$ cat config.mk
export PLATFORM = sky130hd
export DESIGN_NAME = aabb_penetration_resolver
export DESIGN_NICKNAME = d
export VERILOG_FILES = /design/src/aabbpr_pkg.sv /design/src/aabbpr_queue.sv /design/src/aabbpr_front.sv /design/src/aabbpr_back.sv /design/src/aabb_penetration_resolver.sv
export VERILOG_INCLUDE_DIRS = /design/src /design/src/src
export SDC_FILE = /design/constraint.sdc
export NUM_CORES = 1
export LEC_CHECK = 0
export ABC_AREA = 1
export BUFFER_PORTS_ARGS = -buffer_cell sky130_fd_sc_hd__buf_2
export CAP_MARGIN = 15
export CORE_ASPECT_RATIO = 1.4
export CORE_MARGIN = 8
export CORE_UTILIZATION = 35
export CTS_CLUSTER_DIAMETER = 200
export CTS_CLUSTER_SIZE = 14
export DETAILED_ROUTE_END_ITERATION = 8
export PLACE_DENSITY_LB_ADDON = 0.08
export SKIP_LAST_GASP = 1
export SYNTH_ARGS = -nofsm -noshare
export SYNTH_HDL_FRONTEND = slang
export SYNTH_SLANG_ARGS = --single-unit
$ cat constraint.sdc
create_clock -name clk -period 8.2 [get_ports clk]
set_input_delay 0.82 -clock clk [delete_from_list [all_inputs] [get_ports clk]]
set_output_delay 0.82 -clock clk [all_outputs]
set_load 0.005 [all_outputs]
$ cat src/aabb_penetration_resolver_assert.svh
// Assertion macros shared by the resolver modules.
`ifndef AABB_PENETRATION_RESOLVER_ASSERT_SVH
`define AABB_PENETRATION_RESOLVER_ASSERT_SVH

`ifndef SYNTHESIS
// Checked property, inactive while reset is asserted
`define AABBPR_ASSERT(lbl, clk, rst_n, prop) \
	lbl: assert property (@(posedge clk) disable iff (!rst_n) prop) \
		else $error("aabbpr assertion failed");
// Checked property, also active during reset
`define AABBPR_ASSERT_ALWAYS(lbl, clk, prop) \
	lbl: assert property (@(posedge clk) prop) \
		else $error("aabbpr assertion failed");
`else
`define AABBPR_ASSERT(lbl, clk, rst_n, prop)
`define AABBPR_ASSERT_ALWAYS(lbl, clk, prop)
`endif

`endif

$ cat src/aabbpr_pkg.sv
package aabbpr_pkg;

	// default sizes
	localparam int AABBPR_COORD_BITS = 20;
	localparam int AABBPR_QUEUE_DEPTH = 4;
	localparam int SIZE_BITS = 16;

	// register reset values (32 px and 48 px in 1/16 pixel)
	localparam logic [SIZE_BITS-1:0] BOX_WIDTH_RST = 16'd512;
	localparam logic [SIZE_BITS-1:0] BOX_HEIGHT_RST = 16'd768;

	// register indexes
	localparam logic REG_BOX_WIDTH = 1'b0;
	localparam logic REG_BOX_HEIGHT = 1'b1;

	// item opcodes
	localparam logic OP_START = 1'b0;
	localparam logic OP_WALL = 1'b1;

	// axis modes; the unused code acts as least mode
	localparam logic [1:0] MODE_LEAST = 2'd0;
	localparam logic [1:0] MODE_X = 2'd1;
	localparam logic [1:0] MODE_Y = 2'd2;
	localparam logic [1:0] MODE_SPARE = 2'd3;

	// control part of a queued word
	typedef struct packed {
		logic       start;
		logic       solid;
		logic       last;
		logic [1:0] mode;
	} item_ctl_t;

	localparam int CTL_W = $bits(item_ctl_t);

	// width holding coordinate sums, doubled coordinates and size offsets
	function automatic int ext_width(int coord_bits);
		return ((coord_bits > SIZE_BITS) ? coord_bits : SIZE_BITS) + 3;
	endfunction

	// queued word: ctl, then per axis: edge-minus-size, far edge/start,
	// direction threshold, saturated near target
	function automatic int item_width(int coord_bits);
		return CTL_W + 4 * ext_width(coord_bits) + 4 * coord_bits;
	endfunction

endpackage

$ cat src/aabbpr_queue.sv
module aabbpr_queue
	import aabbpr_pkg::*;
#(
	parameter int DATA_W = 8,
	parameter int DEPTH = AABBPR_QUEUE_DEPTH
) (
	input  logic              clk,
	input  logic              arst_n,
	input  logic              wr_valid,
	output logic              wr_ready,
	input  logic [DATA_W-1:0] wr_data,
	output logic              rd_valid,
	input  logic              rd_ready,
	output logic [DATA_W-1:0] rd_data
);

`include "aabb_penetration_resolver_assert.svh"

	localparam int PTR_W = (DEPTH > 1) ? $clog2(DEPTH) : 1;
	localparam int CNT_W = $clog2(DEPTH + 1);

	logic [DATA_W-1:0] mem_q [DEPTH];
	logic [PTR_W-1:0] wr_ptr_q, rd_ptr_q;
	logic [CNT_W-1:0] count_q;
	logic push, pop, full, empty;

	assign full = (count_q == CNT_W'(DEPTH));
	assign empty = (count_q == '0);
	assign wr_ready = !full;
	assign rd_valid = !empty;
	assign push = wr_valid && !full;
	assign pop = rd_ready && !empty;
	assign rd_data = mem_q[rd_ptr_q];

	// storage, no reset needed
	always_ff @(posedge clk) begin
		if (push) begin
			mem_q[wr_ptr_q] <= wr_data;
		end
	end

	// pointers and fill count
	always_ff @(posedge clk or negedge arst_n) begin
		if (!arst_n) begin
			wr_ptr_q <= '0;
			rd_ptr_q <= '0;
			count_q <= '0;
		end else begin
			if (push) begin
				wr_ptr_q <= (wr_ptr_q == PTR_W'(DEPTH - 1)) ? '0 : wr_ptr_q + 1'b1;
			end
			if (pop) begin
				rd_ptr_q <= (rd_ptr_q == PTR_W'(DEPTH - 1)) ? '0 : rd_ptr_q + 1'b1;
			end
			case ({push, pop})
				2'b10: count_q <= count_q + 1'b1;
				2'b01: count_q <= count_q - 1'b1;
				default: count_q <= count_q;
			endcase
		end
	end

	`AABBPR_ASSERT(a_count_bound, clk, arst_n, count_q <= CNT_W'(DEPTH))
	`AABBPR_ASSERT(a_no_pop_empty, clk, arst_n, !(pop && empty))
	`AABBPR_ASSERT(a_count_step, clk, arst_n, (push && !pop) |=> !empty)

endmodule

$ cat src/aabbpr_front.sv
module aabbpr_front
	import aabbpr_pkg::*;
#(
	parameter int COORD_BITS = AABBPR_COORD_BITS,
	parameter int ITEM_W = item_width(COORD_BITS)
) (
	input  logic                         clk,
	input  logic                         arst_n,
	// configuration
	input  logic                         cfg_we,
	input  logic                         cfg_index,
	input  logic [SIZE_BITS-1:0]         cfg_wdata,
	// input words
	input  logic                         in_valid,
	output logic                         in_ready,
	input  logic                         op,
	input  logic signed [COORD_BITS-1:0] start_x,
	input  logic signed [COORD_BITS-1:0] start_y,
	input  logic [1:0]                   axis_mode,
	input  logic signed [COORD_BITS-1:0] wall_left,
	input  logic signed [COORD_BITS-1:0] wall_top,
	input  logic signed [COORD_BITS-1:0] wall_right,
	input  logic signed [COORD_BITS-1:0] wall_bottom,
	input  logic                         solid,
	input  logic                         last_wall,
	// to queue
	output logic                         q_valid,
	input  logic                         q_ready,
	output logic [ITEM_W-1:0]            q_item
);

	localparam int C = COORD_BITS;
	localparam int EW = ext_width(COORD_BITS);

	logic [SIZE_BITS-1:0] box_width_q, box_height_q;
	logic signed [EW-1:0] w_e, h_e, wl_e, wr_e, wt_e, wb_e;
	logic signed [EW-1:0] ax, ay, sx, sy;
	logic signed [C-1:0] bx, by, tx, ty;
	item_ctl_t ctl;
	logic [ITEM_W-1:0] item, item_s1;
	logic valid_s1;

	// configuration registers
	always_ff @(posedge clk or negedge arst_n) begin
		if (!arst_n) begin
			box_width_q <= BOX_WIDTH_RST;
			box_height_q <= BOX_HEIGHT_RST;
		end else if (cfg_we) begin
			case (cfg_index)
				REG_BOX_WIDTH: box_width_q <= cfg_wdata;
				REG_BOX_HEIGHT: box_height_q <= cfg_wdata;
				default: box_width_q <= box_width_q;
			endcase
		end
	end

	// widen edges and sizes
	assign w_e = {{(EW - SIZE_BITS){1'b0}}, box_width_q};
	assign h_e = {{(EW - SIZE_BITS){1'b0}}, box_height_q};
	assign wl_e = {{(EW - C){wall_left[C-1]}}, wall_left};
	assign wr_e = {{(EW - C){wall_right[C-1]}}, wall_right};
	assign wt_e = {{(EW - C){wall_top[C-1]}}, wall_top};
	assign wb_e = {{(EW - C){wall_bottom[C-1]}}, wall_bottom};

	// overlap bound and near-side target: box corner must exceed edge - size
	assign ax = wl_e - w_e;
	assign ay = wt_e - h_e;
	// push toward near side when 2*corner < near + far - size
	assign sx = wl_e + wr_e - w_e;
	assign sy = wt_e + wb_e - h_e;

	// near-side target saturates at the low end of the range
	assign tx = ((&ax[EW-1:C-1]) || !(|ax[EW-1:C-1])) ? ax[C-1:0]
		: {1'b1, {(C - 1){1'b0}}};
	assign ty = ((&ay[EW-1:C-1]) || !(|ay[EW-1:C-1])) ? ay[C-1:0]
		: {1'b1, {(C - 1){1'b0}}};

	// far edge slot carries the start position for a start word
	assign bx = (op == OP_START) ? start_x : wall_right;
	assign by = (op == OP_START) ? start_y : wall_bottom;

	// classify
	assign ctl.start = (op == OP_START);
	assign ctl.solid = solid;
	assign ctl.last = last_wall;
	assign ctl.mode = axis_mode;

	assign item = {ctl, ax, bx, sx, tx, ay, by, sy, ty};

	// input register stage
	assign in_ready = !valid_s1 || q_ready;

	always_ff @(posedge clk or negedge arst_n) begin
		if (!arst_n) begin
			valid_s1 <= 1'b0;
		end else if (in_ready) begin
			valid_s1 <= in_valid;
		end
	end

	always_ff @(posedge clk) begin
		if (in_valid && in_ready) begin
			item_s1 <= item;
		end
	end

	assign q_valid = valid_s1;
	assign q_item = item_s1;

endmodule

$ cat src/aabbpr_back.sv
module aabbpr_back
	import aabbpr_pkg::*;
#(
	parameter int COORD_BITS = AABBPR_COORD_BITS,
	parameter int ITEM_W = item_width(COORD_BITS)
) (
	input  logic                         clk,
	input  logic                         arst_n,
	// from queue
	input  logic                         q_valid,
	output logic                         q_ready,
	input  logic [ITEM_W-1:0]            q_item,
	// result words
	output logic                         out_valid,
	input  logic                         out_ready,
	output logic signed [COORD_BITS-1:0] box_x,
	output logic signed [COORD_BITS-1:0] box_y,
	output logic                         stopped_x,
	output logic                         stopped_y,
	output logic                         done_res
);

`include "aabb_penetration_resolver_assert.svh"

	localparam int C = COORD_BITS;
	localparam int EW = ext_width(COORD_BITS);

	item_ctl_t head_ctl;
	logic signed [EW-1:0] ax, ay, sx, sy;
	logic signed [C-1:0] bx, by, tx, ty;
	logic signed [EW-1:0] cx, cy, bx_e, by_e, pen_x, pen_y;
	logic signed [C-1:0] new_x, new_y;
	logic left_x, up_y, overlap, take_x, pop;

	logic signed [C-1:0] cur_x_q, cur_y_q;
	logic [1:0] mode_q;
	logic stop_x_q, stop_y_q, done_q, out_valid_q;

	assign {head_ctl, ax, bx, sx, tx, ay, by, sy, ty} = q_item;

	// widen running position and far edges
	assign cx = {{(EW - C){cur_x_q[C-1]}}, cur_x_q};
	assign cy = {{(EW - C){cur_y_q[C-1]}}, cur_y_q};
	assign bx_e = {{(EW - C){bx[C-1]}}, bx};
	assign by_e = {{(EW - C){by[C-1]}}, by};

	// strict overlap of a solid wall
	assign overlap = head_ctl.solid && (cx > ax) && (cx < bx_e)
		&& (cy > ay) && (cy < by_e);

	// side choice per axis; ties go to the far edge
	assign left_x = (cx <<< 1) < sx;
	assign up_y = (cy <<< 1) < sy;
	assign pen_x = left_x ? (cx - ax) : (bx_e - cx);
	assign pen_y = up_y ? (cy - ay) : (by_e - cy);
	assign new_x = left_x ? tx : bx;
	assign new_y = up_y ? ty : by;

	// axis choice; ties push vertically
	always_comb begin
		case (mode_q)
			MODE_X: take_x = 1'b1;
			MODE_Y: take_x = 1'b0;
			default: take_x = (pen_x < pen_y);
		endcase
	end

	// one word per cycle while the result slot is free or being taken
	assign q_ready = !out_valid_q || out_ready;
	assign pop = q_valid && q_ready;

	// running state doubles as the result register
	always_ff @(posedge clk or negedge arst_n) begin
		if (!arst_n) begin
			cur_x_q <= '0;
			cur_y_q <= '0;
			mode_q <= MODE_LEAST;
			stop_x_q <= 1'b0;
			stop_y_q <= 1'b0;
			done_q <= 1'b0;
			out_valid_q <= 1'b0;
		end else begin
			if (pop) begin
				out_valid_q <= 1'b1;
				if (head_ctl.start) begin
					cur_x_q <= bx;
					cur_y_q <= by;
					mode_q <= head_ctl.mode;
					stop_x_q <= 1'b0;
					stop_y_q <= 1'b0;
					done_q <= 1'b0;
				end else begin
					done_q <= head_ctl.last;
					if (overlap && take_x) begin
						cur_x_q <= new_x;
						stop_x_q <= 1'b1;
					end
					if (overlap && !take_x) begin
						cur_y_q <= new_y;
						stop_y_q <= 1'b1;
					end
				end
			end else if (out_ready) begin
				out_valid_q <= 1'b0;
			end
		end
	end

	assign out_valid = out_valid_q;
	assign box_x = cur_x_q;
	assign box_y = cur_y_q;
	assign stopped_x = stop_x_q;
	assign stopped_y = stop_y_q;
	assign done_res = done_q;

	`AABBPR_ASSERT(a_start_clears, clk, arst_n, (pop && head_ctl.start) |=> (out_valid_q && !stop_x_q && !stop_y_q && !done_q))
	`AABBPR_ASSERT(a_stop_x_by_wall, clk, arst_n, $rose(stop_x_q) |-> $past(pop && !head_ctl.start))
	`AABBPR_ASSERT(a_stop_y_by_wall, clk, arst_n, $rose(stop_y_q) |-> $past(pop && !head_ctl.start))

endmodule

$ cat src/aabb_penetration_resolver.sv
// An accepted word passes the front input register and the four-entry queue
// before the back end registers its result. While results are taken, the back
// end resolves one wall per cycle against the running position.
// Reset (arst_n low, asynchronous): position, mode and stop flags clear,
// box size returns to 512 by 768, queue and result slot empty.
module aabb_penetration_resolver
	import aabbpr_pkg::*;
#(
	parameter int COORD_BITS = AABBPR_COORD_BITS,
	parameter int QUEUE_DEPTH = AABBPR_QUEUE_DEPTH
) (
	input  logic                         clk,
	input  logic                         arst_n,
	// configuration
	input  logic                         cfg_we,
	input  logic                         cfg_index,
	input  logic [SIZE_BITS-1:0]         cfg_wdata,
	// input words
	input  logic                         in_valid,
	output logic                         in_ready,
	input  logic                         op,
	input  logic signed [COORD_BITS-1:0] start_x,
	input  logic signed [COORD_BITS-1:0] start_y,
	input  logic [1:0]                   axis_mode,
	input  logic signed [COORD_BITS-1:0] wall_left,
	input  logic signed [COORD_BITS-1:0] wall_top,
	input  logic signed [COORD_BITS-1:0] wall_right,
	input  logic signed [COORD_BITS-1:0] wall_bottom,
	input  logic                         solid,
	input  logic                         last_wall,
	// result words
	output logic                         out_valid,
	input  logic                         out_ready,
	output logic signed [COORD_BITS-1:0] box_x,
	output logic signed [COORD_BITS-1:0] box_y,
	output logic                         stopped_x,
	output logic                         stopped_y,
	output logic                         done_res
);

	localparam int ITEM_W = item_width(COORD_BITS);

	logic f_valid, f_ready, b_valid, b_ready;
	logic [ITEM_W-1:0] f_item, b_item;

	// accept and precompute
	aabbpr_front #(
		.COORD_BITS(COORD_BITS),
		.ITEM_W(ITEM_W)
	) u_front (
		.clk(clk),
		.arst_n(arst_n),
		.cfg_we(cfg_we),
		.cfg_index(cfg_index),
		.cfg_wdata(cfg_wdata),
		.in_valid(in_valid),
		.in_ready(in_ready),
		.op(op),
		.start_x(start_x),
		.start_y(start_y),
		.axis_mode(axis_mode),
		.wall_left(wall_left),
		.wall_top(wall_top),
		.wall_right(wall_right),
		.wall_bottom(wall_bottom),
		.solid(solid),
		.last_wall(last_wall),
		.q_valid(f_valid),
		.q_ready(f_ready),
		.q_item(f_item)
	);

	// decoupling queue
	aabbpr_queue #(
		.DATA_W(ITEM_W),
		.DEPTH(QUEUE_DEPTH)
	) u_queue (
		.clk(clk),
		.arst_n(arst_n),
		.wr_valid(f_valid),
		.wr_ready(f_ready),
		.wr_data(f_item),
		.rd_valid(b_valid),
		.rd_ready(b_ready),
		.rd_data(b_item)
	);

	// resolve against running position
	aabbpr_back #(
		.COORD_BITS(COORD_BITS),
		.ITEM_W(ITEM_W)
	) u_back (
		.clk(clk),
		.arst_n(arst_n),
		.q_valid(b_valid),
		.q_ready(b_ready),
		.q_item(b_item),
		.out_valid(out_valid),
		.out_ready(out_ready),
		.box_x(box_x),
		.box_y(box_y),
		.stopped_x(stopped_x),
		.stopped_y(stopped_y),
		.done_res(done_res)
	);

endmodule

# ---- After elaboration in Yosys (flattened, before gate mapping)
# Memory sizes are Yosys's and may differ from the RTL's.
# Cells that the tools add are included.
dict set report classes {
  add_sub_neg 14
  muxes 23
  n_reduce_logical 34
  order_cmp 7
  eq_ne 7
  n_bitwise 2
}
# cell count
set ops {}
lappend ops {{$mux 20} 8}
lappend ops {{$gt 20x23->1} 2}
lappend ops {{$lt 21x23->1} 2}
lappend ops {{$mux 23} 2}
lappend ops {{$sub 20x23->23} 2}
lappend ops {{$sub 23x17->23} 2}
lappend ops {{$add 20x20->21} 2}
lappend ops {{$sub 20x17->21} 2}
lappend ops {{$sub 20x20->21} 2}
lappend ops {{$lt 20x20->1} 2}
lappend ops {{$lt 23x23->1} 1}
lappend ops {{$reduce_and 2->1} 5}
lappend ops {{$logic_and 1x1->1} 9}
lappend ops {{$mux 1} 9}
lappend ops {{$eq 2x2->1 const B} 4}
lappend ops {{$reduce_and 4->1} 2}
lappend ops {{$reduce_bool 2->1} 4}
lappend ops {{$reduce_or 4->1} 2}
lappend ops {{$logic_not 1->1} 7}
lappend ops {{$pmux 3 s2} 1}
lappend ops {{$add 2x1->2 const B} 2}
lappend ops {{$eq 2x1->1 const B} 2}
lappend ops {{$logic_or 1x1->1} 4}
lappend ops {{$mux 2} 2}
lappend ops {{other kinds (6)} 7}
dict set report totals {
  inputBits 147
  regBits 263
  mem_bits_rw 708
  out_inout_bits 45
  memories 1
}
# name depth width read_ports rd_ports_with_merged_regs wr line_no
set memory_table {}
lappend memory_table {u_queue.mem_q 4 177 1 0 1 aabbpr_queue.sv:22} ;# logic [DATA_W-1:0] mem_q [DEPTH];

# ---- Longest topological paths before layout
# Gate-level depths: netlist of the first run.
# An unclocked memory read counts as a cell.
dict set report logic_depth {
  depth_word 9
  ltp_mapped 45
  mapped_depth_nobuf 40
}

# ---- Cells and area by module
# A second synthesis of the first run with hierarchy kept.
dict set report unflattened {
  cells_unflattened 5004
  area_unflattened_um2 50910.1
}
# module instances cells_each area_per_inst_um2
set modules_own_cells {}
lappend modules_own_cells {aabbpr_queue 1 2124 28757.6}
lappend modules_own_cells {aabbpr_front 1 1541 13352.8}
lappend modules_own_cells {aabbpr_back 1 1339 8799.7}

# ---- Worst setup path after synthesis of the first run
# Ideal clock, no wire load.
dict set report synth_path {
  kind {register to register}
  startpoint {register u_queue.count_q[2]}
  endpoint {memory u_queue.mem_q[0][0] (netlist name), enable pin}
  t_arrival_ns 7.846
  path_stages_with_launch 4
  slack_ns -0.355
  setup_time_ns 0.709
  synth_period_minus_slack_ns 8.555
  path_cell_list {dfrtp_1 > inv_1 > o31ai_1 > nor2_1}
}
dict set report synth_via {
  elab_chain_len 5
}
# element line_no
set synth_rtl {}
lappend synth_rtl {{from (decl)} aabbpr_queue.sv:24} ;# logic [CNT_W-1:0] count_q;
lappend synth_rtl {{from (signal assigned)} aabbpr_queue.sv:56} ;# 2'b10: count_q <= count_q + 1'b1;
lappend synth_rtl {{from (signal assigned)} aabbpr_queue.sv:57} ;# 2'b01: count_q <= count_q - 1'b1;
lappend synth_rtl {{from (signal assigned)} aabbpr_queue.sv:58} ;# default: count_q <= count_q;
lappend synth_rtl {{$eq 3x3->1} aabbpr_queue.sv:27} ;# assign full = (count_q == CNT_W'(DEPTH));
lappend synth_rtl {{$logic_not 1->1} aabbpr_queue.sv:31} ;# assign push = wr_valid && !full;
lappend synth_rtl {{$logic_and 1x1->1} aabbpr_queue.sv:31}
lappend synth_rtl {{$mux 1} aabbpr_queue.sv:37} ;# if (push) begin
lappend synth_rtl {{$mux 1 (not written as such)} aabbpr_queue.sv:38} ;# mem_q[wr_ptr_q] <= wr_data;
lappend synth_rtl {{to (decl)} aabbpr_queue.sv:22}
# Every way passes these cells.

# ---- Worst setup path in the final report of the first run
dict set report layout_path {
  startpoint {register u_queue.rd_ptr_q[0]}
  endpoint {register u_back.cur_y_q[9] (netlist: u_back.box_y[9])}
}
dict set report layout_via {
  elab_chain_len 9
}
# element line_no
set layout_rtl {}
lappend layout_rtl {{from (decl)} aabbpr_queue.sv:23} ;# logic [PTR_W-1:0] wr_ptr_q, rd_ptr_q;
lappend layout_rtl {{from (signal assigned)} aabbpr_queue.sv:53} ;# rd_ptr_q <= (rd_ptr_q == PTR_W'(DEPTH - 1)) ? '0 : rd_ptr_q + 1'b1;
lappend layout_rtl {{$mem_v2 4x177 *} --}
lappend layout_rtl {{$sub 20x23->23, or another cell as far along} aabbpr_back.sv:54} ;# assign pen_x = left_x ? (cx - ax) : (bx_e - cx);
lappend layout_rtl {{$mux 23, or another cell as far along} aabbpr_back.sv:54}
lappend layout_rtl {{$lt 23x23->1 or $logic_and 1x1->1 (tied branches)} {aabbpr_back.sv:64, aabbpr_back.sv:48}}
lappend layout_rtl {{$pmux 1 s2 or $logic_and 1x1->1 (tied branches)} {aabbpr_back.sv:61, aabbpr_back.sv:49}}
lappend layout_rtl {{$logic_not 1->1 or $logic_and 1x1->1 (tied branches)} {aabbpr_back.sv:98, aabbpr_back.sv:49}}
lappend layout_rtl {{$logic_and 1x1->1} aabbpr_back.sv:98} ;# if (overlap && !take_x) begin
lappend layout_rtl {{$reduce_bool 2->1 (no source line)} --}
lappend layout_rtl {{$reduce_and 2->1 (no source line)} --}
lappend layout_rtl {{to (signal assigned)} aabbpr_back.sv:87} ;# cur_y_q <= by;
lappend layout_rtl {{to (signal assigned)} aabbpr_back.sv:99} ;# cur_y_q <= new_y;
lappend layout_rtl {{to (decl)} aabbpr_back.sv:35} ;# logic signed [C-1:0] cur_x_q, cur_y_q;
# Every way passes the cells marked *; elsewhere a longest branch is shown, timed or not. The select of a mux whose other input is x is not followed.
# A chain may end at the register's enable or synchronous reset.

==> flow_summary.json, run 1 <==
{
  "grt_pass1_wl_um": 205000,
  "worst-setup-path-type": "reg2reg",
  "r2r-start": "u_queue.rd_ptr_q[0]",
  "core.rowCount": 157,
  "syn_to_final_growth_pct": 11.5,
  "worstMarginPinSlew_ns": 1.14,
  "gp_congestion": 0.865,
  "hold_class": "in2async",
  "syn_nets": 4606,
  "pwr-share-clk_pct": 14.7,
  "regArea_um2": 28100,
  "track_usage_pct": 19.1,
  "holdBufCountCts": 0,
  "crit_arrival_ns": 7.47,
  "clk-insertion-delay-late_ns": 0.70,
  "swShare_pct": 46.1,
  "final_max_slew_viol_count": 0,
  "clk_pin_slew_ns": 0.07,
  "grt_max_degree": 147,
  "max-vdd-ir-drop_uv": 327,
  "setup_viol": 0,
  "reg2regPathDepth": 33,
  "r2r_setup_slack_ns": 1.30,
  "synth_area_um2": 46000,
  "grt_pass1_vias": 31200,
  "slew_headroom_pct": 23.5,
  "critPathSlowestCell": "inv_8",
  "cp.depth": 33,
  "pwr-share-comb_pct": 52.9,
  "final.period_utilization_pct": 84.1,
  "crit_path_end": "u_back.box_y[9]",
  "wire_per_inst_um": 22.7,
  "p_sw_mw": 11.1,
  "cp_num_buf_inv": 5,
  "seq_area_frac_synth_pct": 61.2,
  "setup_ws_ns": 1.30,
  "fmax_ghz": 0.145,
  "cts_root_buf": "clkbuf_16",
  "cellPowerDensity_nw_per_um2": 469,
  "fillers": 12800,
  "postCtsResizedCells": 0,
  "synth_cell_types": 57,
  "crit_required_ns": 8.77,
  "multi_input_area_um2": 16100,
  "yosys.area.top_type": "edfxtp_1",
  "drt-pass1-iter-count": 5,
  "drv_cap": 0,
  "postCtsSetupBuffers": 0,
  "io-pin-count": 192,
  "clk_path_buf_depth": 3,
  "dr.first_iter.drc_count": 2039,
  "crit_path_end_kind": "flop",
  "pre_cts_slack_ns": 1.28,
  "rsz0062_at_grt": "false",
  "cts_tree": "done",
  "synth_seq_cells": 951,
  "die_height_um": 445,
  "status": "complete, no violations",
  "routed_via_density": 5.09,
  "cpMostUsedCell": "nand2_1",
  "crit_start": "u_queue.rd_ptr_q[0]",
  "cpPeakStageDelay_ns": 0.58,
  "path_delay_family": "simple AND/OR/NAND/NOR gates",
  "io_buffers": 191,
  "synth_ff_type": "edfxtp_1",
  "seqPwrFrac_pct": 32.3,
  "critPathMaxFanout": 133,
  "antenna_found_initial": 6,
  "drtAntennaViolNets": 0,
  "async_flop_share_pct": 9.04,
  "crit-reg2reg-capture": "u_back.box_y[9]",
  "vias": 31300,
  "drcViolationCount": 0,
  "fp.dieW_um": 322,
  "synth-edff-count": 865,
  "crit_path_start_kind": "flop",
  "p_int_mw": 13.0,
  "syn_inst": 4189,
  "synth_top_area_share_pct": 56.5,
  "p_leak_nw": 20.1,
  "synth_area_leaders": "edfxtp_1 56%, nand2_1 7.3%, ha_1 7.0%, dfrtp_1 4.5%, a21oi_1 3.6%",
  "fin_nets": 4762,
  "drt_wl_total_um": 139000,
  "core_um2": 131000,
  "initial_core_util_pct": 35.2,
  "fin_util_pct": 39.2,
  "die_area_um2": 143000,
  "hold_violations": 0,
  "grt-ovfl-total": 0,
  "numCtsBuffers": 77,
  "syn_area_per_cell_um2": 11.0,
  "final_layout_size_suffix_gt1_share_pct": 8.32,
  "yosys_warnings": 0,
  "cts_htree_levels": 3,
  "dpl.hpwl_um": 97900,
  "cts.sinks": 951,
  "clock_skew_ns": 0.0450,
  "fin_crit_ns": 6.90
}
layout by cell type (no fill, tap or decap), types with 116 or more instances in the layout:
| master | instances |
|---|---|
| nand2_1 | 900 |
| a21oi_1 | 332 |
| edfxtp_1 | 865 |
| nor2_1 | 300 |
| inv_1 | 309 |
| buf_2 | 190 |
| ha_1 | 259 |
| nand3_1 | 116 |
| o21ai_0 | 315 |
how the worst min path moves through the flow:
| stage | slack, ns | end |
|---|---|---|
| detailed placement | 0.46 | u_back.done_res |
| floorplan | 0.45 | u_front.box_height_q[10] |
| CTS | 0.02 | u_front.box_height_q[1] |
| global placement | 0.46 | u_back.done_res |
| finish | 0.07 | u_front.box_height_q[1] |
| global route | 0.07 | u_front.box_height_q[11] |
Yosys cell counts (17+ instances only):
cell	n
o21ai_0	315
a21oi_1	332
o221ai_1	17
xnor2_1	54
o22ai_1	61
nor2_1	305
ha_1	259
a31oi_1	22
nand4_1	27
edfxtp_1	865
nor3_1	18
nand2_1	900
inv_1	312
a32o_1	95
dfrtp_1	83
xor2_1	95
o21a_1	17
clkbuf_1	132
nand3_1	116
power by group through the flow:
stage	clock network, mW	logic (mW)	registers [mW]
after floorplan	0	8.68	7.71
after global placement	0	12.9	7.89
after detailed placement	0	12.9	7.89
after CTS	3.66	12.9	7.78
after global routing	3.81	14.4	7.89
final	3.54	12.7	7.77
flip-flops by register name, summed over array words and instances, names as in the netlist, 3 cells and up:
| name | flops |
|---|---|
| u_back.box_x | 20 |
| u_back.box_y | 20 |
| u_front.box_height_q | 16 |
| u_front.box_width_q | 16 |
| u_front.q_item | 173 |
| u_queue.count_q | 3 |
| u_queue.mem_q | 692 |
final cells by class:
| cell class | count | share of cell area, % |
|---|---|---|
| clock inverters | 7 | 0.281 |
| inverters | 318 | 2.37 |
| flip-flops and latches | 951 | 54.9 |
| multi-input cells | 2762 | 31.4 |
| clock buffers | 125 | 4.11 |
| diodes | 3 | 0.0146 |
| well taps | 1749 | 4.27 |
| repair buffers | 235 | 2.68 |
cell families (layout without fill, tap and decap cells):
kind of cell	after synthesis	after routing	share of synthesized area, %
AO/OA/AOI/OAI	939	939	12.2
XOR/XNOR	150	150	2.87
adder cells (fa/ha/maj)	270	270	7.53
buffers and inverters	476	685	3.97
flip-flops	951	951	61.2
multiplexers	5	5	0.109
other	0	3	0
AND/OR/NAND/NOR	1398	1398	12.2
per-layer routing:
metal	track usage (%)	up-vias	part of all wire [%]
met4	5.89	0	2.9
met1	26.4	15300	46
met2	31.1	632	47
met5	0	-	0
li1	-	15200	-
met3	2.83	163	4.3
metrics by stage:
| stage | TNS [ns] | power (mW) | hold WS (ns) | cells | cell area, um^2 |
|---|---|---|---|---|---|
| CTS | 0 | 24.4 | 0.0206 | 6147 | 51300 |
| finish | 0 | 24.0 | 0.0715 | 6150 | 51300 |
| global placement | 0 | 20.8 | 0.462 | 6015 | 49000 |
| global route | 0 | 26.1 | 0.0725 | 6147 | 51300 |
| floorplan | -245.95 | 16.4 | 0.453 | 4189 | 46000 |
| detailed placement | 0 | 20.8 | 0.463 | 6015 | 49000 |
Power figures use the tool's default switching activity.
==> run 2: changes to the inputs <==
==> constraint.sdc (replaced) <==
create_clock -name clk -period 6.8 [get_ports clk]
set_input_delay 0.68 -clock clk [delete_from_list [all_inputs] [get_ports clk]]
set_output_delay 0.68 -clock clk [all_outputs]
set_load 0.005 [all_outputs]
==> run 2 against run 1 <==
Sequential share of layout area fell by 0.27 points. Register-to-register slack got worse by 0.62 ns. Cell area rose by 0.49%. Critical endpoint is now u_back.box_y[11]. Largest power group unchanged. Highest routed layer unchanged.
==> flow_summary.json, run 2 (synthesis gave the netlist of run 1 again) <==
{
  "drv_cap": 0,
  "clk_path_buf_depth": 3,
  "dpl.hpwl_um": 99500,
  "die_area_um2": 143000,
  "drtAntennaViolNets": 0,
  "io_buffers": 191,
  "core.rowCount": 157,
  "worstMarginPinSlew_ns": 1.11,
  "gp_congestion": 0.874,
  "p_total_mw": 29.2,
  "cellPowerDensity_nw_per_um2": 567,
  "setup_viol": 0,
  "final_cell_mix": "899 x nand2_1, 865 x edfxtp_1, 331 x a21oi_1",
  "status": "complete, no violations",
  "cts_htree_levels": 3,
  "worst-setup-path-type": "reg2reg",
  "hold_class": "in2reg",
  "fin_nets": 4788,
  "grt_pass1_vias": 30800,
  "antenna_found_initial": 9,
  "slew_headroom_pct": 25.4,
  "crit_path_end_kind": "flop",
  "dr.first_iter.drc_count": 1947,
  "regMostFlops": "u_queue.mem_q",
  "die_height_um": 445,
  "crit_arrival_ns": 6.73,
  "critPathSlowestCell": "dfrtp_4",
  "max-vdd-ir-drop_uv": 407,
  "crit_required_ns": 7.41,
  "initial_core_util_pct": 35.2,
  "routed_via_density": 5.08,
  "crit_path_start_kind": "flop",
  "hold_violations": 0,
  "placed_cells": 6040,
  "cts_tree": "done",
  "multi_input_area_um2": 16100,
  "final_layout_size_suffix_gt1_share_pct": 8.87,
  "wire_per_inst_um": 22.7,
  "final.period_utilization_pct": 90.0,
  "io-pin-count": 192,
  "syn_to_final_growth_pct": 12.0,
  "clk_pin_slew_ns": 0.07,
  "grt_max_degree": 129,
  "fin_cells": 6172,
  "final_common_cell": "nand2_1",
  "drt_wl_total_um": 140000,
  "fillers": 12700,
  "final_max_slew_viol_count": 0,
  "grt-ovfl-total": 0,
  "track_usage_pct": 19.2,
  "core_um2": 131000,
  "p_leak_nw": 20.2,
  "cpMostUsedCell": "nand2_1",
  "critPathMaxFanout": 50,
  "cts.sinks": 951,
  "drt-pass1-iter-count": 6,
  "fmax_ghz": 0.163,
  "postCtsSetupBuffers": 0,
  "clk-insertion-delay-late_ns": 0.71,
  "cts_root_buf": "clkbuf_16",
  "numCtsBuffers": 77,
  "regArea_um2": 28100,
  "largest_reg_flops": 692,
  "clock_skew_ns": 0.0515,
  "drcViolationCount": 0,
  "vias": 31400,
  "fp.dieW_um": 322,
  "grt_pass1_wl_um": 205000,
  "rsz0062_at_grt": "false",
  "fin_crit_ns": 6.12,
  "cpPeakStageDelay_ns": 0.61
}
[run 2: cell types whose count changed in the layout (fill, tap and decap cells not counted), sizes merged]
cell / delta
inv: -1
buf: +25
dlygate4sd3: +1
diode: -1
clkinv: -2
[run 2: final cells by class]
cell class,count,area share (%)
repair buffers,261,3.23
diodes,2,0.00972
multi-input cells,2762,31.3
well taps,1749,4.25
clock buffers,125,4.17
clock inverters,4,0.0899
flip-flops and latches,951,54.6
inverters,318,2.38
[run 2: power by group]
part,leakage (nW),switching (mW),internal (mW)
clock,1.05,2.08,2.17
combinational,10.1,10.4,5.25
sequential,9.10,0.906,8.41
[run 2: worst paths after layout]
kind / startpoint / endpoint / slack, ns / depth (start not counted)
setup / recovery: u_queue.rd_ptr_q[0] / u_back.box_y[11] / 0.68 / 32
hold / removal: axis_mode[1] / u_front.q_item[173] / 0.17 / 1
setup reg to reg: u_queue.rd_ptr_q[0] / u_back.box_y[11] / 0.68 / 32
hold reg to reg: u_back.done_res / u_back.done_res / 0.48 / 2
max in group asynchronous: arst_n / u_queue.rd_ptr_q[0] / 4.95 / 3
min in group asynchronous: arst_n / u_front.box_height_q[3] / 0.49 / 2
[run 2: critical path: cells and delay by family, from the launching register on]
kind | cells | cell delay (ns)
simple gates | 17 | 1.75
flops | 1 | 0.61
buf+inv | 4 | 0.94
compound gates | 9 | 1.89
fa+ha+maj | 2 | 0.81
[run 2: timing repair]
action | in CTS | in global routing
gates resized for setup | 0 | 5
hold endpoints to repair | 28 | 0
setup endpoints to repair | 0 | 37
hold buffers | 1 | 0
[run 2: per-layer routing]
metal  GRT usage, %  part of all wire, %
met2           32.3                   48
met5              0                    0
met3           2.12                  3.5
met1           26.3                   46
met4           4.88                  2.0
[run 2: metrics by stage]
step	TNS [ns]	util (%)	instance area (um^2)	hold WS [ns]	worst slack [ns]
floorplan	-1214.75	-	46000	0.384	-1.76
global placement	0	37.7	49300	0.470	0.624
detailed placement	0	37.7	49300	0.466	0.493
CTS	0	39.4	51500	0.102	0.471
global route	0	39.4	51500	0.143	0.00559
finish	0	39.4	51500	0.166	0.682
==> run 3: changes to the inputs <==
--- a/config.mk
+++ b/config.mk
@@ -6,16 +6,16 @@
 export SDC_FILE = /design/constraint.sdc
 export NUM_CORES = 1
 export LEC_CHECK = 0
-export ABC_AREA = 1
 export BUFFER_PORTS_ARGS = -buffer_cell sky130_fd_sc_hd__buf_2
 export CAP_MARGIN = 15
-export CORE_ASPECT_RATIO = 1.4
+export CORE_ASPECT_RATIO = 1.5
 export CORE_MARGIN = 8
 export CORE_UTILIZATION = 35
 export CTS_CLUSTER_DIAMETER = 200
 export CTS_CLUSTER_SIZE = 14
 export DETAILED_ROUTE_END_ITERATION = 8
 export PLACE_DENSITY_LB_ADDON = 0.08
+export RECOVER_POWER = 25
 export SKIP_LAST_GASP = 1
 export SYNTH_ARGS = -nofsm -noshare
 export SYNTH_HDL_FRONTEND = slang
==> run 3 against run 2 <==
Utilization increased by 0.45 points. Hold slack improved by 0.010 ns. Global-route usage decreased by 1.2 points. Die area decreased by 0.31%. Worst setup slack got worse by 0.30 ns. Clock skew decreased by 0.0066 ns. Area after synthesis decreased by 0.38%. Maximum frequency decreased by 4.6%. Synthesized cell count decreased by 26%. Routed wire length decreased by 5.8%. Clock-buffer cell count decreased by 9. Register-to-register slack got worse by 0.30 ns. Largest cell class unchanged.
==> flow_summary.json, run 3 <==
{
  "synth_top_family_by_area": "multiplexers",
  "crit-reg2reg-capture": "u_back.box_x[13]",
  "seq_area_frac_synth_pct": 61.4,
  "fin_crit_ns": 6.42,
  "setup_ws_ns": 0.385,
  "grt_max_degree": 89,
  "crit_arrival_ns": 6.95,
  "grt-ovfl-total": 0,
  "antenna_found_initial": 13,
  "die_height_um": 459,
  "clock_skew_ns": 0.0449,
  "synth-simple-area-share_pct": 6.07,
  "synthAdderAreaFrac_pct": 7.55,
  "drt_wl_total_um": 132000,
  "rsz0062_at_grt": "false",
  "hold_class": "in2reg",
  "initial_core_util_pct": 35.3,
  "yosys_warnings": 0,
  "path_delay_family": "compound AO/OA/AOI/OAI gates",
  "syn_area_per_cell_um2": 14.7,
  "synth_ff_type": "edfxtp_1",
  "syn_to_final_growth_pct": 13.1,
  "synth_top_area_share_pct": 56.7,
  "cts_tree": "done",
  "syn_nets": 3530,
  "critPathSlowestCell": "mux4_2",
  "pre_cts_slack_ns": -0.0894,
  "fp.dieW_um": 311,
  "synth-edff-count": 865,
  "cts.sinks": 951,
  "r2r-start": "u_queue.rd_ptr_q[0]",
  "status": "complete, no violations",
  "slew_headroom_pct": 24.2,
  "crit_required_ns": 7.34,
  "cp_cell_sequence": "buf_4, buf_6, mux4_2, ha_1, a21o_1, a21oi_1, o21bai_1, a2111oi_2, buf_4, nor2_1, xor2_1, o21ai_0, ha_1, a21o_1, a21o_1, a21o_1, a21o_1, a221o_1, a221oi_2, a21oi_1, a31o_1, o31a_1, buf_12, mux2i_1",
  "final_layout_size_suffix_gt1_share_pct": 18.8,
  "drtAntennaViolNets": 0,
  "setup_viol": 0,
  "yosysMostFrequentCell": "edfxtp_1",
  "r2r_setup_slack_ns": 0.38,
  "synth_area_um2": 45800,
  "syn_inst": 3113,
  "synth_xor_area_share_pct": 3.10,
  "reg2regPathDepth": 24,
  "core.rowCount": 162,
  "vias": 26800,
  "cts_root_buf": "clkbuf_16",
  "io_buffers": 191,
  "wire_per_inst_um": 25.6,
  "final_common_cell": "edfxtp_1",
  "worstMarginPinSlew_ns": 1.13,
  "dpl.hpwl_um": 96700,
  "synthMuxAreaShare_pct": 11.9,
  "track_usage_pct": 17.9,
  "fmax_ghz": 0.156,
  "largest_reg_flops": 692,
  "crit_path_end_kind": "flop",
  "fin_nets": 3815,
  "drcViolationCount": 0,
  "cts_htree_levels": 3,
  "finish.instance_area_um2": 51800,
  "async_flop_share_pct": 9.04,
  "clk_pin_slew_ns": 0.08,
  "grt_pass1_vias": 28000,
  "numCtsBuffers": 77,
  "clk-insertion-delay-late_ns": 0.69,
  "critPathMaxFanout": 20,
  "core_um2": 130000,
  "regMostFlops": "u_queue.mem_q",
  "dr.first_iter.drc_count": 1734,
  "min_from": "axis_mode[0]",
  "synth_cell_types": 84,
  "crit_path_start_kind": "flop",
  "setup_tns_ns": 0,
  "routed_via_density": 5.20,
  "final_max_slew_viol_count": 0,
  "cpMostUsedCell": "a21o_1",
  "cpPeakStageDelay_ns": 0.58,
  "worst-setup-path-type": "reg2reg",
  "fillers": 12000,
  "final.period_utilization_pct": 94.3,
  "final_cell_mix": "865 x edfxtp_1, 259 x ha_1, 245 x inv_1",
  "hold_violations": 0,
  "io-pin-count": 192,
  "clk_path_buf_depth": 3,
  "die_area_um2": 143000,
  "drv_cap": 0,
  "gp_congestion": 0.837,
  "synth_compound_area_share_pct": 7.31,
  "whs_endpoint": "u_front.q_item[172]",
  "drt-pass1-iter-count": 7,
  "yosys.area.top_type": "edfxtp_1",
  "cp_num_buf_inv": 4,
  "synth_seq_cells": 951,
  "whs_path_depth": 1,
  "synth_area_leaders": "edfxtp_1 57%, mux4_2 8.4%, ha_1 7.1%, dfrtp_1 4.5%, xnor2_1 2.2%",
  "synth_common_cells": "865 x edfxtp_1, 259 x ha_1, 245 x inv_1, 170 x mux4_2, 166 x a21oi_1",
  "placed_cell_area_um2": 49400,
  "grt_pass1_wl_um": 190000
}
==> run 3: metal layers <==
layer / wire length, um / GRT usage [%]
met1: 58500 / 23.6
met2: 66200 / 31.1
met3: 4560 / 2.45
met4: 2940 / 4.60
met5: 0 / 0
==> run 3: kinds of logic (layout without fill, tap and decap cells) <==
| logic type | count (synthesis) | after routing |
|---|---|---|
| DFF | 951 | 951 |
| buffers and inverters | 314 | 639 |
| and+or+nand+nor | 563 | 563 |
| other | 0 | 1 |
| muxes | 326 | 326 |
| xor gates and xnor gates | 162 | 163 |
| adders and majority gates | 270 | 270 |
| AOI/OAI and AO/OA | 527 | 527 |
==> run 3: final cells by class <==
| type | count | area [um^2] | area share (%) |
|---|---|---|---|
| antenna | 1 | 2.50 | 0.00483 |
| clock inverter | 4 | 50.0 | 0.0966 |
| multi-input combinational | 1849 | 16600 | 32.1 |
| tap | 1722 | 2150 | 4.16 |
| inverter | 245 | 920 | 1.77 |
| sequential | 951 | 28100 | 54.3 |
| timing repair buffer | 274 | 1790 | 3.45 |
| clock buffer | 116 | 2120 | 4.08 |
==> run 3: worst max-delay path by stage <==
stage	startpoint	end	slack, ns	cells after the start
6_report	u_queue.rd_ptr_q[0]	u_back.box_x[13]	0.38	24
5_1_grt	u_queue.rd_ptr_q[0]	u_back.box_x[13]	0.0001	27
4_1_cts	u_queue.rd_ptr_q[0]	u_back.box_y[17]	0.06	24
3_5_place_dp	u_queue.rd_ptr_q[0]	u_back.box_x[14]	-0.09	23
3_3_place_gp	u_queue.rd_ptr_q[0]	u_back.box_x[17]	-0.02	24
2_1_floorplan	u_queue.rd_ptr_q[0]	u_back.box_x[1]	0.005	29
==> run 3: stage by stage <==
stage | utilization (%) | std cells | hold WS, ns
after CTS | 39.7 | 5155 | 0.0971
after floorplan | - | 3113 | 0.384
after global routing | 39.9 | 5162 | 0.134
after global placement | 38.0 | 5029 | 0.464
final | 39.9 | 5162 | 0.177
after detailed placement | 38.0 | 5029 | 0.482
==> run 3: repair_timing <==
item	4_1_cts	5_1_grt
endpoints found under the setup margin	40	42
hold buffers	1	0
pin swaps	0	2
gates cloned	0	2
setup buffers	5	4
hold endpoints to repair	32	0
gates resized for setup	0	23
Power of run 3 is left out: the tool's default activity adds up to more than one toggle a clock period on the data nets, which glitch-free logic cannot reach.
